[config.mk]
export PLATFORM = sky130hd
export DESIGN_NAME = two_priority_read_request_queue_flat
export DESIGN_NICKNAME = d
export VERILOG_FILES = /design/src/rtl/tprq_pkg.sv /design/src/rtl/tprq_in_if.sv /design/src/rtl/tprq_out_if.sv /design/src/rtl/two_priority_read_request_queue.sv /design/src/rtl/tprq_front.sv /design/src/rtl/tprq_cmd_fifo.sv /design/src/rtl/tprq_back.sv /design/src/flat_wrapper.sv
export VERILOG_INCLUDE_DIRS = /design/src /design/src/rtl
export SDC_FILE = /design/constraint.sdc
export NUM_CORES = 2
export LEC_CHECK = 0
export BUFFER_PORTS_ARGS = -buffer_cell sky130_fd_sc_hd__buf_2
export CAP_MARGIN = 20
export CORE_MARGIN = 2
export CORE_UTILIZATION = 45
export CTS_CLUSTER_SIZE = 28
export DETAILED_ROUTE_END_ITERATION = 10
export GPL_ROUTABILITY_DRIVEN = 0
export GPL_TIMING_DRIVEN = 0
export SETUP_SLACK_MARGIN = 0.3
export SYNTH_ARGS = -nofsm -noshare
export SYNTH_HDL_FRONTEND = slang
export SYNTH_SLANG_ARGS = --single-unit
[constraint.sdc]
create_clock -name clk -period 23.5 [get_ports clk]
set_input_delay 0 -clock clk [delete_from_list [all_inputs] [get_ports clk]]
set_output_delay 0 -clock clk [all_outputs]
set_load 0.1 [all_outputs]
[src/rtl/assert_macros.svh]
// assert_macros.svh: concurrent assertion shorthands for the read request queue RTL.
// No dependencies; included by the modules that carry assertions.
`ifndef ASSERT_MACROS_SVH
`define ASSERT_MACROS_SVH

// Condition holds at every clock edge outside reset.
`define TPRQ_ASSERT_ALWAYS(label, clk, rst_n, cond) \
    label: assert property (@(posedge clk) disable iff (!rst_n) (cond)) \
        else $error("%m: invariant violated");

// Consequent holds in the same cycle as the antecedent.
`define TPRQ_ASSERT_IMPLY(label, clk, rst_n, ante, cons) \
    label: assert property (@(posedge clk) disable iff (!rst_n) (ante) |-> (cons)) \
        else $error("%m: implication violated");

// Consequent holds in the cycle after the antecedent.
`define TPRQ_ASSERT_NEXT(label, clk, rst_n, ante, cons) \
    label: assert property (@(posedge clk) disable iff (!rst_n) (ante) |=> (cons)) \
        else $error("%m: next-cycle implication violated");

`endif

[src/rtl/tprq_pkg.sv]
// tprq_pkg: constants, codes and word types of the two-priority read request queue.
// No dependencies; compiled before every other file of the block.
package tprq_pkg;

    localparam int QUEUE_DEPTH_DEF = 8;
    localparam int PRIORITY_LEVELS = 2;
    localparam int FILE_SLOTS      = 32;
    localparam int CMD_FIFO_DEPTH  = 2;

    typedef enum logic [2:0] {
        EV_REFUSED      = 3'd0,
        EV_ACCEPTED     = 3'd1,
        EV_ISSUE        = 3'd2,
        EV_DONE_HANDLER = 3'd3,
        EV_DONE_PLAIN   = 3'd4
    } event_kind_t;

    typedef enum logic [0:0] {
        FUNC_ENQUEUE  = 1'b0,
        FUNC_COMPLETE = 1'b1
    } func_t;

    typedef enum logic [1:0] {
        CMD_ENQ,
        CMD_REFUSE,
        CMD_DONE_OK,
        CMD_DONE_ERR
    } cmd_op_t;

    typedef enum logic [1:0] {
        BK_IDLE,
        BK_READ,
        BK_EMIT
    } back_state_t;

    typedef enum logic [0:0] {
        RD_ISSUE,
        RD_DONE
    } read_use_t;

    typedef struct packed {
        logic [4:0]         file_slot;
        logic [31:0]        buf_addr;
        logic [31:0]        read_length;
        logic [31:0]        read_offset;
        logic [31:0]        callback_tag;
        logic               short_callback;
        logic signed [31:0] user_word;
        logic [7:0]         user_flag;
    } req_t;

    typedef struct packed {
        cmd_op_t op;
        logic    prio;
        req_t    req;
    } cmd_t;

    typedef struct packed {
        event_kind_t kind;
        logic        prio;
        req_t        req;
        logic        last;
    } res_t;

endpackage

[src/rtl/tprq_in_if.sv]
// tprq_in_if: request channel word (enqueue or completion) with valid/ready handshake.
// No dependencies.
interface tprq_in_if;
    logic               valid;
    logic               ready;
    logic               func;
    logic               priority_req;
    logic [4:0]         file_slot;
    logic [31:0]        buf_addr;
    logic [31:0]        read_length;
    logic [31:0]        read_offset;
    logic [31:0]        callback_tag;
    logic               short_callback;
    logic signed [31:0] user_word;
    logic [7:0]         user_flag;
    logic signed [31:0] done_result;

    modport source (
        output valid, func, priority_req, file_slot, buf_addr, read_length, read_offset,
               callback_tag, short_callback, user_word, user_flag, done_result,
        input  ready
    );

    modport sink (
        input  valid, func, priority_req, file_slot, buf_addr, read_length, read_offset,
               callback_tag, short_callback, user_word, user_flag, done_result,
        output ready
    );
endinterface

[src/rtl/tprq_out_if.sv]
// tprq_out_if: result channel word (event and request fields) with valid/ready handshake.
// No dependencies.
interface tprq_out_if;
    logic               valid;
    logic               ready;
    logic [2:0]         event_kind;
    logic               out_priority;
    logic [4:0]         out_file_slot;
    logic [31:0]        out_buf_addr;
    logic [31:0]        out_length;
    logic [31:0]        out_offset;
    logic [31:0]        out_callback_tag;
    logic               out_short_callback;
    logic signed [31:0] out_user_word;
    logic [7:0]         out_user_flag;
    logic               last;

    modport source (
        output valid, event_kind, out_priority, out_file_slot, out_buf_addr, out_length,
               out_offset, out_callback_tag, out_short_callback, out_user_word,
               out_user_flag, last,
        input  ready
    );

    modport sink (
        input  valid, event_kind, out_priority, out_file_slot, out_buf_addr, out_length,
               out_offset, out_callback_tag, out_short_callback, out_user_word,
               out_user_flag, last,
        output ready
    );
endinterface

[src/rtl/two_priority_read_request_queue.sv]
// Path: front register, command queue, back end. An enqueue is answered from idle, also
// through read and emit when it issues; a completion through read and emit, again if it
// issues next. A new command is taken only in idle with the result register free.
// Reset: rst_n asynchronous, active low; clears queue pointers, counts, busy, command queue
// and result valid. The entry memory is not cleared; only written entries are ever read.
module two_priority_read_request_queue #(
    parameter int QUEUE_DEPTH = tprq_pkg::QUEUE_DEPTH_DEF
) (
    input  logic       clk,
    input  logic       rst_n,
    tprq_in_if.sink    request,
    tprq_out_if.source result
);
    import tprq_pkg::*;

    cmd_t front_cmd;
    logic front_valid;
    logic front_ready;
    cmd_t queue_cmd;
    logic queue_valid;
    logic queue_ready;

    tprq_front u_front (
        .clk       (clk),
        .rst_n     (rst_n),
        .request   (request),
        .cmd       (front_cmd),
        .cmd_valid (front_valid),
        .cmd_ready (front_ready)
    );

    tprq_cmd_fifo u_cmd_fifo (
        .clk        (clk),
        .rst_n      (rst_n),
        .push_cmd   (front_cmd),
        .push_valid (front_valid),
        .push_ready (front_ready),
        .pop_cmd    (queue_cmd),
        .pop_valid  (queue_valid),
        .pop_ready  (queue_ready)
    );

    tprq_back #(
        .QUEUE_DEPTH (QUEUE_DEPTH)
    ) u_back (
        .clk       (clk),
        .rst_n     (rst_n),
        .cmd       (queue_cmd),
        .cmd_valid (queue_valid),
        .cmd_ready (queue_ready),
        .result    (result)
    );

endmodule

[src/rtl/tprq_front.sv]
// tprq_front: accepts request words, classifies them into queue commands and holds one.
// Depends on tprq_pkg and tprq_in_if.
module tprq_front (
    input  logic            clk,
    input  logic            rst_n,
    tprq_in_if.sink         request,
    output tprq_pkg::cmd_t  cmd,
    output logic            cmd_valid,
    input  logic            cmd_ready
);
    import tprq_pkg::*;

    logic hold_valid_reg;
    logic hold_valid_next;
    cmd_t hold_cmd_reg;
    cmd_t class_cmd;
    logic take;

    assign request.ready = !hold_valid_reg || cmd_ready;
    assign take          = request.valid && request.ready;
    assign cmd_valid     = hold_valid_reg;
    assign cmd           = hold_cmd_reg;

    always_comb
    begin
        class_cmd.prio               = request.priority_req;
        class_cmd.req.file_slot      = request.file_slot;
        class_cmd.req.buf_addr       = request.buf_addr;
        class_cmd.req.read_length    = request.read_length;
        class_cmd.req.read_offset    = request.read_offset;
        class_cmd.req.callback_tag   = request.callback_tag;
        class_cmd.req.short_callback = request.short_callback;
        class_cmd.req.user_word      = request.user_word;
        class_cmd.req.user_flag      = request.user_flag;
        if (request.func == FUNC_ENQUEUE)
        begin
            class_cmd.op = (32'(request.file_slot) >= FILE_SLOTS) ? CMD_REFUSE : CMD_ENQ;
        end
        else
        begin
            class_cmd.op = request.done_result[31] ? CMD_DONE_ERR : CMD_DONE_OK;
        end
    end

    always_comb
    begin
        if (take)
        begin
            hold_valid_next = 1'b1;
        end
        else if (cmd_ready)
        begin
            hold_valid_next = 1'b0;
        end
        else
        begin
            hold_valid_next = hold_valid_reg;
        end
    end

    always_ff @(posedge clk or negedge rst_n)
    begin
        if (!rst_n)
        begin
            hold_valid_reg <= 1'b0;
        end
        else
        begin
            hold_valid_reg <= hold_valid_next;
        end
    end

    always_ff @(posedge clk)
    begin
        if (take)
        begin
            hold_cmd_reg <= class_cmd;
        end
    end

endmodule

[src/rtl/tprq_cmd_fifo.sv]
// tprq_cmd_fifo: short command queue that decouples the front classifier from the back end.
// Depends on tprq_pkg.
module tprq_cmd_fifo (
    input  logic            clk,
    input  logic            rst_n,
    input  tprq_pkg::cmd_t  push_cmd,
    input  logic            push_valid,
    output logic            push_ready,
    output tprq_pkg::cmd_t  pop_cmd,
    output logic            pop_valid,
    input  logic            pop_ready
);
    import tprq_pkg::*;

    localparam int PW = (CMD_FIFO_DEPTH > 1) ? $clog2(CMD_FIFO_DEPTH) : 1;
    localparam int CW = $clog2(CMD_FIFO_DEPTH + 1);
    localparam logic [PW-1:0] LAST_SLOT = PW'(CMD_FIFO_DEPTH - 1);
    localparam logic [CW-1:0] FULL_FILL = CW'(CMD_FIFO_DEPTH);

    cmd_t          slot_reg [CMD_FIFO_DEPTH];
    logic [PW-1:0] wr_ptr_reg;
    logic [PW-1:0] wr_ptr_next;
    logic [PW-1:0] rd_ptr_reg;
    logic [PW-1:0] rd_ptr_next;
    logic [CW-1:0] fill_reg;
    logic [CW-1:0] fill_next;
    logic          push;
    logic          pop;

    assign push_ready = (fill_reg != FULL_FILL);
    assign pop_valid  = (fill_reg != '0);
    assign pop_cmd    = slot_reg[rd_ptr_reg];
    assign push       = push_valid && push_ready;
    assign pop        = pop_valid && pop_ready;

    always_comb
    begin
        wr_ptr_next = wr_ptr_reg;
        rd_ptr_next = rd_ptr_reg;
        if (push)
        begin
            wr_ptr_next = (wr_ptr_reg == LAST_SLOT) ? '0 : wr_ptr_reg + 1'b1;
        end
        if (pop)
        begin
            rd_ptr_next = (rd_ptr_reg == LAST_SLOT) ? '0 : rd_ptr_reg + 1'b1;
        end
        fill_next = fill_reg + CW'(push) - CW'(pop);
    end

    always_ff @(posedge clk or negedge rst_n)
    begin
        if (!rst_n)
        begin
            wr_ptr_reg <= '0;
            rd_ptr_reg <= '0;
            fill_reg   <= '0;
        end
        else
        begin
            wr_ptr_reg <= wr_ptr_next;
            rd_ptr_reg <= rd_ptr_next;
            fill_reg   <= fill_next;
        end
    end

    always_ff @(posedge clk)
    begin
        if (push)
        begin
            slot_reg[wr_ptr_reg] <= push_cmd;
        end
    end

endmodule

[src/rtl/tprq_back.sv]
// tprq_back: per-priority ring queues in an entry memory, issue sequencer and result register.
// Depends on tprq_pkg, tprq_out_if and assert_macros.svh.
`include "assert_macros.svh"

module tprq_back #(
    parameter int QUEUE_DEPTH = tprq_pkg::QUEUE_DEPTH_DEF
) (
    input  logic            clk,
    input  logic            rst_n,
    input  tprq_pkg::cmd_t  cmd,
    input  logic            cmd_valid,
    output logic            cmd_ready,
    tprq_out_if.source      result
);
    import tprq_pkg::*;

    localparam int QW      = (QUEUE_DEPTH > 1) ? $clog2(QUEUE_DEPTH) : 1;
    localparam int CW      = $clog2(QUEUE_DEPTH + 1);
    localparam int ENTRIES = PRIORITY_LEVELS * (2 ** QW);
    localparam int AW      = QW + 1;
    localparam logic [QW-1:0] LAST_POS   = QW'(QUEUE_DEPTH - 1);
    localparam logic [CW-1:0] FULL_COUNT = CW'(QUEUE_DEPTH);
    localparam logic [CW:0]   WRAP_SUM   = (CW + 1)'(QUEUE_DEPTH);

    back_state_t   state_reg;
    back_state_t   state_next;
    logic [QW-1:0] head_reg  [PRIORITY_LEVELS];
    logic [QW-1:0] head_next [PRIORITY_LEVELS];
    logic [CW-1:0] count_reg  [PRIORITY_LEVELS];
    logic [CW-1:0] count_next [PRIORITY_LEVELS];
    logic          busy_reg;
    logic          busy_next;
    logic          busy_prio_reg;
    logic          busy_prio_next;
    read_use_t     use_reg;
    read_use_t     use_next;
    logic          out_valid_reg;
    logic          out_valid_next;
    res_t          out_reg;
    res_t          out_next;

    req_t          mem [ENTRIES];
    req_t          mem_rd_reg;
    logic          mem_we;
    logic          mem_re;
    logic [AW-1:0] mem_waddr;
    logic [AW-1:0] mem_raddr;

    logic          out_free;
    logic [CW:0]   tail_sum;
    logic [QW-1:0] tail;
    req_t          echo_req;
    logic          has_handler;

    assign out_free = !out_valid_reg || result.ready;

    always_comb
    begin
        tail_sum = (CW + 1)'(head_reg[cmd.prio]) + (CW + 1)'(count_reg[cmd.prio]);
        if (tail_sum >= WRAP_SUM)
        begin
            tail_sum = tail_sum - WRAP_SUM;
        end
        tail = tail_sum[QW-1:0];
    end

    always_comb
    begin
        echo_req                = cmd.req;
        echo_req.callback_tag   = '0;
        echo_req.short_callback = 1'b0;
        echo_req.user_word      = '0;
        echo_req.user_flag      = '0;
    end

    assign has_handler = (mem_rd_reg.callback_tag != '0);
    assign mem_waddr   = {cmd.prio, tail};
    assign mem_raddr   = {busy_prio_reg, head_reg[busy_prio_reg]};

    always_comb
    begin
        state_next     = state_reg;
        head_next      = head_reg;
        count_next     = count_reg;
        busy_next      = busy_reg;
        busy_prio_next = busy_prio_reg;
        use_next       = use_reg;
        out_valid_next = out_valid_reg && !result.ready;
        out_next       = out_reg;
        cmd_ready      = 1'b0;
        mem_we         = 1'b0;
        mem_re         = 1'b0;

        unique case (state_reg)
            BK_IDLE:
            begin
                if (cmd_valid && out_free)
                begin
                    cmd_ready = 1'b1;
                    unique case (cmd.op)
                        CMD_REFUSE:
                        begin
                            out_valid_next = 1'b1;
                            out_next.kind  = EV_REFUSED;
                            out_next.prio  = cmd.prio;
                            out_next.req   = echo_req;
                            out_next.last  = 1'b1;
                        end
                        CMD_ENQ:
                        begin
                            out_valid_next = 1'b1;
                            out_next.prio  = cmd.prio;
                            out_next.req   = echo_req;
                            if (count_reg[cmd.prio] >= FULL_COUNT)
                            begin
                                out_next.kind = EV_REFUSED;
                                out_next.last = 1'b1;
                            end
                            else
                            begin
                                mem_we                = 1'b1;
                                count_next[cmd.prio]  = count_reg[cmd.prio] + 1'b1;
                                out_next.kind         = EV_ACCEPTED;
                                out_next.last         = busy_reg;
                                if (!busy_reg)
                                begin
                                    busy_next      = 1'b1;
                                    busy_prio_next = (count_next[0] != '0) ? 1'b0 : 1'b1;
                                    use_next       = RD_ISSUE;
                                    state_next     = BK_READ;
                                end
                            end
                        end
                        CMD_DONE_OK, CMD_DONE_ERR:
                        begin
                            if (busy_reg)
                            begin
                                use_next   = (cmd.op == CMD_DONE_ERR) ? RD_ISSUE : RD_DONE;
                                state_next = BK_READ;
                            end
                        end
                    endcase
                end
            end
            BK_READ:
            begin
                mem_re     = 1'b1;
                state_next = BK_EMIT;
            end
            BK_EMIT:
            begin
                if (out_free)
                begin
                    out_valid_next = 1'b1;
                    out_next.prio  = busy_prio_reg;
                    out_next.req   = mem_rd_reg;
                    if (use_reg == RD_ISSUE)
                    begin
                        out_next.kind                = EV_ISSUE;
                        out_next.req.callback_tag    = '0;
                        out_next.req.short_callback  = 1'b0;
                        out_next.req.user_word       = '0;
                        out_next.req.user_flag       = '0;
                        out_next.last                = 1'b1;
                        state_next                   = BK_IDLE;
                    end
                    else
                    begin
                        out_next.kind = has_handler ? EV_DONE_HANDLER : EV_DONE_PLAIN;
                        if (!has_handler)
                        begin
                            out_next.req.short_callback = 1'b0;
                            out_next.req.user_word      = '0;
                            out_next.req.user_flag      = '0;
                        end
                        head_next[busy_prio_reg]  = (head_reg[busy_prio_reg] == LAST_POS) ?
                                                    '0 : head_reg[busy_prio_reg] + 1'b1;
                        count_next[busy_prio_reg] = count_reg[busy_prio_reg] - 1'b1;
                        if ((count_next[0] != '0) || (count_next[1] != '0))
                        begin
                            busy_next      = 1'b1;
                            busy_prio_next = (count_next[0] != '0) ? 1'b0 : 1'b1;
                            use_next       = RD_ISSUE;
                            out_next.last  = 1'b0;
                            state_next     = BK_READ;
                        end
                        else
                        begin
                            busy_next     = 1'b0;
                            out_next.last = 1'b1;
                            state_next    = BK_IDLE;
                        end
                    end
                end
            end
            default:
            begin
                state_next = BK_IDLE;
            end
        endcase
    end

    always_ff @(posedge clk or negedge rst_n)
    begin
        if (!rst_n)
        begin
            state_reg     <= BK_IDLE;
            busy_reg      <= 1'b0;
            busy_prio_reg <= 1'b0;
            use_reg       <= RD_ISSUE;
            out_valid_reg <= 1'b0;
            for (int i = 0; i < PRIORITY_LEVELS; i++)
            begin
                head_reg[i]  <= '0;
                count_reg[i] <= '0;
            end
        end
        else
        begin
            state_reg     <= state_next;
            busy_reg      <= busy_next;
            busy_prio_reg <= busy_prio_next;
            use_reg       <= use_next;
            out_valid_reg <= out_valid_next;
            head_reg      <= head_next;
            count_reg     <= count_next;
        end
    end

    always_ff @(posedge clk)
    begin
        out_reg <= out_next;
    end

    always_ff @(posedge clk)
    begin
        if (mem_we)
        begin
            mem[mem_waddr] <= cmd.req;
        end
        if (mem_re)
        begin
            mem_rd_reg <= mem[mem_raddr];
        end
    end

    assign result.valid              = out_valid_reg;
    assign result.event_kind         = out_reg.kind;
    assign result.out_priority       = out_reg.prio;
    assign result.out_file_slot      = out_reg.req.file_slot;
    assign result.out_buf_addr       = out_reg.req.buf_addr;
    assign result.out_length         = out_reg.req.read_length;
    assign result.out_offset         = out_reg.req.read_offset;
    assign result.out_callback_tag   = out_reg.req.callback_tag;
    assign result.out_short_callback = out_reg.req.short_callback;
    assign result.out_user_word      = out_reg.req.user_word;
    assign result.out_user_flag      = out_reg.req.user_flag;
    assign result.last               = out_reg.last;

    `TPRQ_ASSERT_ALWAYS(a_count_bound_hi, clk, rst_n, count_reg[0] <= FULL_COUNT)
    `TPRQ_ASSERT_ALWAYS(a_count_bound_lo, clk, rst_n, count_reg[1] <= FULL_COUNT)
    `TPRQ_ASSERT_IMPLY(a_idle_empty, clk, rst_n, !busy_reg, (count_reg[0] | count_reg[1]) == '0)
    `TPRQ_ASSERT_IMPLY(a_busy_nonempty, clk, rst_n, busy_reg, count_reg[busy_prio_reg] != '0)
    `TPRQ_ASSERT_IMPLY(a_seq_in_flight, clk, rst_n, state_reg != BK_IDLE, busy_reg)
    `TPRQ_ASSERT_NEXT(a_read_then_emit, clk, rst_n, state_reg == BK_READ, state_reg == BK_EMIT)

endmodule

[src/flat_wrapper.sv]
// flat-port wrapper written by rule: the top's interface ports become plain ports
module two_priority_read_request_queue_flat import tprq_pkg::*;
#(
    parameter int QUEUE_DEPTH = tprq_pkg::QUEUE_DEPTH_DEF
)
  (clk, rst_n, request_valid, request_func, request_priority_req, request_file_slot, request_buf_addr, request_read_length, request_read_offset, request_callback_tag, request_short_callback, request_user_word, request_user_flag, request_done_result, request_ready, result_valid, result_event_kind, result_out_priority, result_out_file_slot, result_out_buf_addr, result_out_length, result_out_offset, result_out_callback_tag, result_out_short_callback, result_out_user_word, result_out_user_flag, result_last, result_ready);
  tprq_in_if request_i ();
  tprq_out_if result_i ();
  input  logic clk;
  input  logic rst_n;
  input wire logic [$bits(request_i.valid)-1:0] request_valid;
  input wire logic [$bits(request_i.func)-1:0] request_func;
  input wire logic [$bits(request_i.priority_req)-1:0] request_priority_req;
  input wire logic [$bits(request_i.file_slot)-1:0] request_file_slot;
  input wire logic [$bits(request_i.buf_addr)-1:0] request_buf_addr;
  input wire logic [$bits(request_i.read_length)-1:0] request_read_length;
  input wire logic [$bits(request_i.read_offset)-1:0] request_read_offset;
  input wire logic [$bits(request_i.callback_tag)-1:0] request_callback_tag;
  input wire logic [$bits(request_i.short_callback)-1:0] request_short_callback;
  input wire logic [$bits(request_i.user_word)-1:0] request_user_word;
  input wire logic [$bits(request_i.user_flag)-1:0] request_user_flag;
  input wire logic [$bits(request_i.done_result)-1:0] request_done_result;
  output wire logic [$bits(request_i.ready)-1:0] request_ready;
  output wire logic [$bits(result_i.valid)-1:0] result_valid;
  output wire logic [$bits(result_i.event_kind)-1:0] result_event_kind;
  output wire logic [$bits(result_i.out_priority)-1:0] result_out_priority;
  output wire logic [$bits(result_i.out_file_slot)-1:0] result_out_file_slot;
  output wire logic [$bits(result_i.out_buf_addr)-1:0] result_out_buf_addr;
  output wire logic [$bits(result_i.out_length)-1:0] result_out_length;
  output wire logic [$bits(result_i.out_offset)-1:0] result_out_offset;
  output wire logic [$bits(result_i.out_callback_tag)-1:0] result_out_callback_tag;
  output wire logic [$bits(result_i.out_short_callback)-1:0] result_out_short_callback;
  output wire logic [$bits(result_i.out_user_word)-1:0] result_out_user_word;
  output wire logic [$bits(result_i.out_user_flag)-1:0] result_out_user_flag;
  output wire logic [$bits(result_i.last)-1:0] result_last;
  input wire logic [$bits(result_i.ready)-1:0] result_ready;
  assign request_i.valid = request_valid;
  assign request_i.func = request_func;
  assign request_i.priority_req = request_priority_req;
  assign request_i.file_slot = request_file_slot;
  assign request_i.buf_addr = request_buf_addr;
  assign request_i.read_length = request_read_length;
  assign request_i.read_offset = request_read_offset;
  assign request_i.callback_tag = request_callback_tag;
  assign request_i.short_callback = request_short_callback;
  assign request_i.user_word = request_user_word;
  assign request_i.user_flag = request_user_flag;
  assign request_i.done_result = request_done_result;
  assign request_ready = request_i.ready;
  assign result_valid = result_i.valid;
  assign result_event_kind = result_i.event_kind;
  assign result_out_priority = result_i.out_priority;
  assign result_out_file_slot = result_i.out_file_slot;
  assign result_out_buf_addr = result_i.out_buf_addr;
  assign result_out_length = result_i.out_length;
  assign result_out_offset = result_i.out_offset;
  assign result_out_callback_tag = result_i.out_callback_tag;
  assign result_out_short_callback = result_i.out_short_callback;
  assign result_out_user_word = result_i.out_user_word;
  assign result_out_user_flag = result_i.out_user_flag;
  assign result_last = result_i.last;
  assign result_i.ready = result_ready;
  two_priority_read_request_queue #(.QUEUE_DEPTH(QUEUE_DEPTH)) u_core (.clk(clk), .rst_n(rst_n), .request(request_i), .result(result_i));
endmodule
==> flow_results.org <==
** Worst setup path
- Critical path class :: reg2reg
- For the worst setup path, the data required time is 24.15 ns.
- Counting stages on the worst path, the most repeated cell is sky130_fd_sc_hd__buf_4.
- The worst setup path is launched from a flop.
- The slowest stage of the critical path is the sky130_fd_sc_hd__clkbuf_1 cell.
- Along the worst path, the maximum fanout reaches 10.
- The largest single stage delay on the critical path is 0.76 ns.
- The worst setup path is captured at a flop.
- Worst path cell trace :: clkbuf_2, clkbuf_1, buf_8, clkbuf_1, mux2i_1, fa_1, xnor2_1, xnor2_1, nand2b_1, nor4_2, buf_4, buf_6, buf_4, buf_4, buf_4, buf_4, buf_4, buf_4
- For the worst setup path, the data arrival time is 6.58 ns.

** Clock network
- Buffers inserted during clock tree synthesis total 386.
- The H-tree was split into 5 levels.
- CTS tree :: built
- Clk sink count :: 3,693
- The number of setup buffers added after CTS is 0.
- The root buffer cell chosen for the clock tree is sky130_fd_sc_hd__clkbuf_16.
- The later pin in the worst-skew pair is clocked with a latency of 0.98 ns.
- Max Buffers Root-to-Sink :: 4
- Clock transition time at the flip-flop clock pins of the worst setup and hold paths :: 0.06 ns

** Floorplanning
- Initial standard-cell utilization of the core :: 0.452
- Number of core rows :: 205
- Die area :: 317,000 um2
- Number of I/O pins :: 393
- The die is 563 um tall.
- From left edge to right edge, the die measures 563 um.
- Core Area :: 312,000 um2

** Detailed routing
- Via density per instance :: 5.67
- Average detailed-routed wire length per instance :: 28.2 um
- The detail route stage leaves a number of antenna-violating nets equal to 0.
- Iter 0 DRT Violations :: 9,995
- Residual DRC :: 0
- The detailed router placed 81,000 vias in this run.
- The final layout contains routed wiring with a total length of 402,000 um.
- The first TritonRoute pass finished after 9 iterations.

** Synthesis
- In this run the cell area of the synthesized design comes to 141,000 um2.
- Synth Warn # :: 0
- Counting distinct cell types in the post-synthesis netlist gives 53.
- Post-synthesis mux area share :: 0.0802
- After synthesis, the largest family of logic cells by area is simple AND/OR/NAND/NOR gates.
- Adder-cell area share of the yosys netlist :: 0.000675
- Share of the synthesized area in compound gates (AO/OA/AOI/OAI) :: 0.0265
- Synthesis handed over a netlist of 8,411 instances.
- Post-synthesis sequential area ratio :: 0.787
- Each instance of the synthesized netlist takes up on average 16.7 um2.
- Number of storage elements in the synthesis netlist :: 3,693
- In the synthesized netlist the dominant register cell turns out to be sky130_fd_sc_hd__edfxtp_1.
- Simple-Gate Fraction of Synth Area :: 0.0876
- EDFF count, synth :: 3,668
- Post-Syn Nets :: 8,630
- Share of the synthesized netlist area taken by xor and xnor gates :: 0.00112
- Ys async rst share :: 0.00677

** Final layout
- In the final layout, the share of cells above drive strength 1 is 0.196.
- Synthesis-to-layout area growth :: 19.7%
- Net total in the final layout :: 10,000
- Number of fillers in the final layout :: 24,600
- Finished Cell Area :: 168,000 um2
- Max reg flops :: 2,784
- The finished layout holds 14,300 standard cells, fillers aside.

** Place
- Post-detailed-placement cell area :: 152,000 um2
- Buffers placed on the I/O ports in this run total 361.
- Total half-perimeter wirelength after legalization and detailed placement :: 274,000 um
- The number of placed instances, taps included, is 13,200.

** STA
- For the pin with the worst max-slew slack, the measured transition is 1.20 ns.
- Maximum clock skew at final layout :: 0.0688 ns
- Max Clock Freq :: 169 MHz
- Rel. slew slack :: 0.201
- The clock period could shrink to 5.93 ns.
- Final Setup Violations :: 0
- Adding up every negative setup slack in the final design gives 0 ns.
- RSZ-0062 raised after global routing :: false
- Share of the clock period used by the worst path :: 0.252
- The hold violation count in the final report came to 0.
- Number of max-slew violations in the final report :: 0
- Hold WS :: 0.156 ns

** Global route
- Global routing finished with a remaining overflow of 0.
- Entering global routing, the biggest net connects 55 pins.
- Antenna violations before repair :: 38
- First-pass GRT wire length :: 564,000 um
- Via count of the first global-routing pass :: 79,500
- Across every metal layer, demand over resource in global routing totals 0.249.

** Power and ir drop
- The completed layout was analyzed and its total power is 24.7 mW.
- In this run the static leakage power is 58.8 nW.
- Power density of the placed cells :: 147 nW/um2
- Worst vdd rail ir drop :: 0.109 mV

** Job
- Max-cap violations in this run came to 0.

** Worst hold path
- HP Class :: in2reg

** Outcome
- The flow ran to the end, and the final reports show no timing, DRC or antenna violations.
==> cell type report <==
class	instances	area [um2]	share of cell area
repair buffers	1004	9680	0.0574
inverters	9	36.3	0.000215
plain buffers	489	2410	0.0143
flip-flops and latches	3693	111000	0.657
clock buffers	460	10100	0.0598
multi-input cells	4220	27800	0.165
clock inverters	247	2530	0.0150
well taps	4140	5180	0.0307
diodes	20	50.0	0.000297
==> cells in the mapped netlist, types with 47 or more instances <==
| library cell | count | area (um2) |
|---|---|---|
| sky130_fd_sc_hd__nor2_1 | 336 | 1260 |
| sky130_fd_sc_hd__mux2i_1 | 272 | 2720 |
| sky130_fd_sc_hd__buf_2 | 217 | 1090 |
| sky130_fd_sc_hd__mux4_2 | 291 | 6550 |
| sky130_fd_sc_hd__mux2_2 | 179 | 2020 |
| sky130_fd_sc_hd__clkbuf_1 | 214 | 803 |
| sky130_fd_sc_hd__and3_1 | 499 | 3120 |
| sky130_fd_sc_hd__nand2_1 | 1882 | 7060 |
| sky130_fd_sc_hd__a21oi_1 | 60 | 300 |
| sky130_fd_sc_hd__edfxtp_1 | 3668 | 110000 |
| sky130_fd_sc_hd__nor2b_1 | 47 | 294 |
| sky130_fd_sc_hd__a31oi_1 | 464 | 2900 |
==> critical path: cells and delay by family (launching register included) <==
family | cells | cell delay, ns
XOR/XNOR | 2 | 0.34
adder cells (fa/ha/maj) | 1 | 0.51
buffers and inverters | 12 | 3.35
flip-flops | 1 | 0.32
multiplexers | 1 | 0.22
AND/OR/NAND/NOR | 2 | 0.86
==> power by group <==
group | internal [mW] | leakage (nW) | switching (mW)
logic | 2.62 | 19.0 | 6.79
registers | 9.01 | 33.7 | 0.234
clock network | 3.51 | 6.13 | 2.58
==> cell families after synthesis <==
family | after synthesis
adders and majority gates | 7
xor gates and xnor gates | 18
muxes | 742
and+or+nand+nor | 2856
buffers and inverters | 498
AOI/OAI and AO/OA | 597
DFF | 3693
==> cells in the final DEF, fill, tap and decap left out, types with 6 or more instances in the layout <==
master,synthesis,layout
sky130_fd_sc_hd__buf_6,26,38
sky130_fd_sc_hd__clkbuf_2,2,15
sky130_fd_sc_hd__inv_6,0,14
sky130_fd_sc_hd__dfrtp_1,25,25
sky130_fd_sc_hd__inv_1,7,7
sky130_fd_sc_hd__nand2b_1,6,6
sky130_fd_sc_hd__diode_2,0,20
sky130_fd_sc_hd__nor2b_1,47,46
sky130_fd_sc_hd__o21ai_0,11,11
sky130_fd_sc_hd__a31oi_1,464,464
sky130_fd_sc_hd__clkinv_2,0,67
sky130_fd_sc_hd__clkbuf_1,214,266
sky130_fd_sc_hd__dlygate4sd3_1,0,358
sky130_fd_sc_hd__mux2i_1,272,271
sky130_fd_sc_hd__and3_1,499,498
sky130_fd_sc_hd__buf_2,217,583
sky130_fd_sc_hd__buf_8,0,15
sky130_fd_sc_hd__buf_16,0,35
sky130_fd_sc_hd__ha_1,6,6
sky130_fd_sc_hd__clkbuf_16,0,390
sky130_fd_sc_hd__mux2_2,179,179
sky130_fd_sc_hd__a211oi_1,45,45
sky130_fd_sc_hd__bufinv_16,0,40
sky130_fd_sc_hd__xnor2_1,13,13
sky130_fd_sc_hd__buf_4,21,141
sky130_fd_sc_hd__clkinvlp_4,0,15
sky130_fd_sc_hd__mux4_2,291,291
sky130_fd_sc_hd__buf_12,0,103
sky130_fd_sc_hd__and2_1,43,42
sky130_fd_sc_hd__a21oi_1,60,59
sky130_fd_sc_hd__clkinv_16,0,8
sky130_fd_sc_hd__edfxtp_1,3668,3668
sky130_fd_sc_hd__nor2_4,0,14
sky130_fd_sc_hd__clkinv_1,0,91
sky130_fd_sc_hd__nor4_1,13,9
sky130_fd_sc_hd__nand2_1,1882,1882
sky130_fd_sc_hd__nand3_1,6,6
sky130_fd_sc_hd__nor2_1,336,321
==> through the flow <==
stage / utilization / worst slack (ns)
after floorplan: - / 3.80
after global placement: 0.474 / -16.67
after detailed placement: 0.488 / 17.64
after CTS: 0.540 / 17.62
after global routing: 0.540 / 17.44
final: 0.541 / 17.57
==> what timing repair did <==
action                    in CTS  in global routing
hold buffers                 359                  0
resized for setup              0                  0
hold endpoints to repair     255                  0
==> routing by layer <==
metal | share of wire | track usage | vias up
met2 | 0.48 | 0.402 | 3898
met1 | 0.40 | 0.339 | 41600
li1 | - | - | 34800
met3 | 0.084 | 0.0394 | 680
met4 | 0.041 | 0.0999 | 8
met5 | 0.00074 | 0 | -
==> final timing paths <==
kind	startpoint	endpoint	slack (ns)	cells after the start
max	u_core.u_back.head_reg[4]	u_core.u_back.mem[14][41]	17.57	18
min	result_ready	u_core.u_back.result.valid	0.16	4
max reg2reg	u_core.u_back.head_reg[4]	u_core.u_back.mem[14][41]	17.57	18
min reg2reg	u_core.u_front.cmd[94]	u_core.u_cmd_fifo.slot_reg[0][94]	0.44	0
max in group asynchronous	rst_n	u_core.u_back.busy_reg	23.01	4
min in group asynchronous	rst_n	u_core.u_back.count_reg[1]	0.31	4
(Power assumes the default switching activity.)
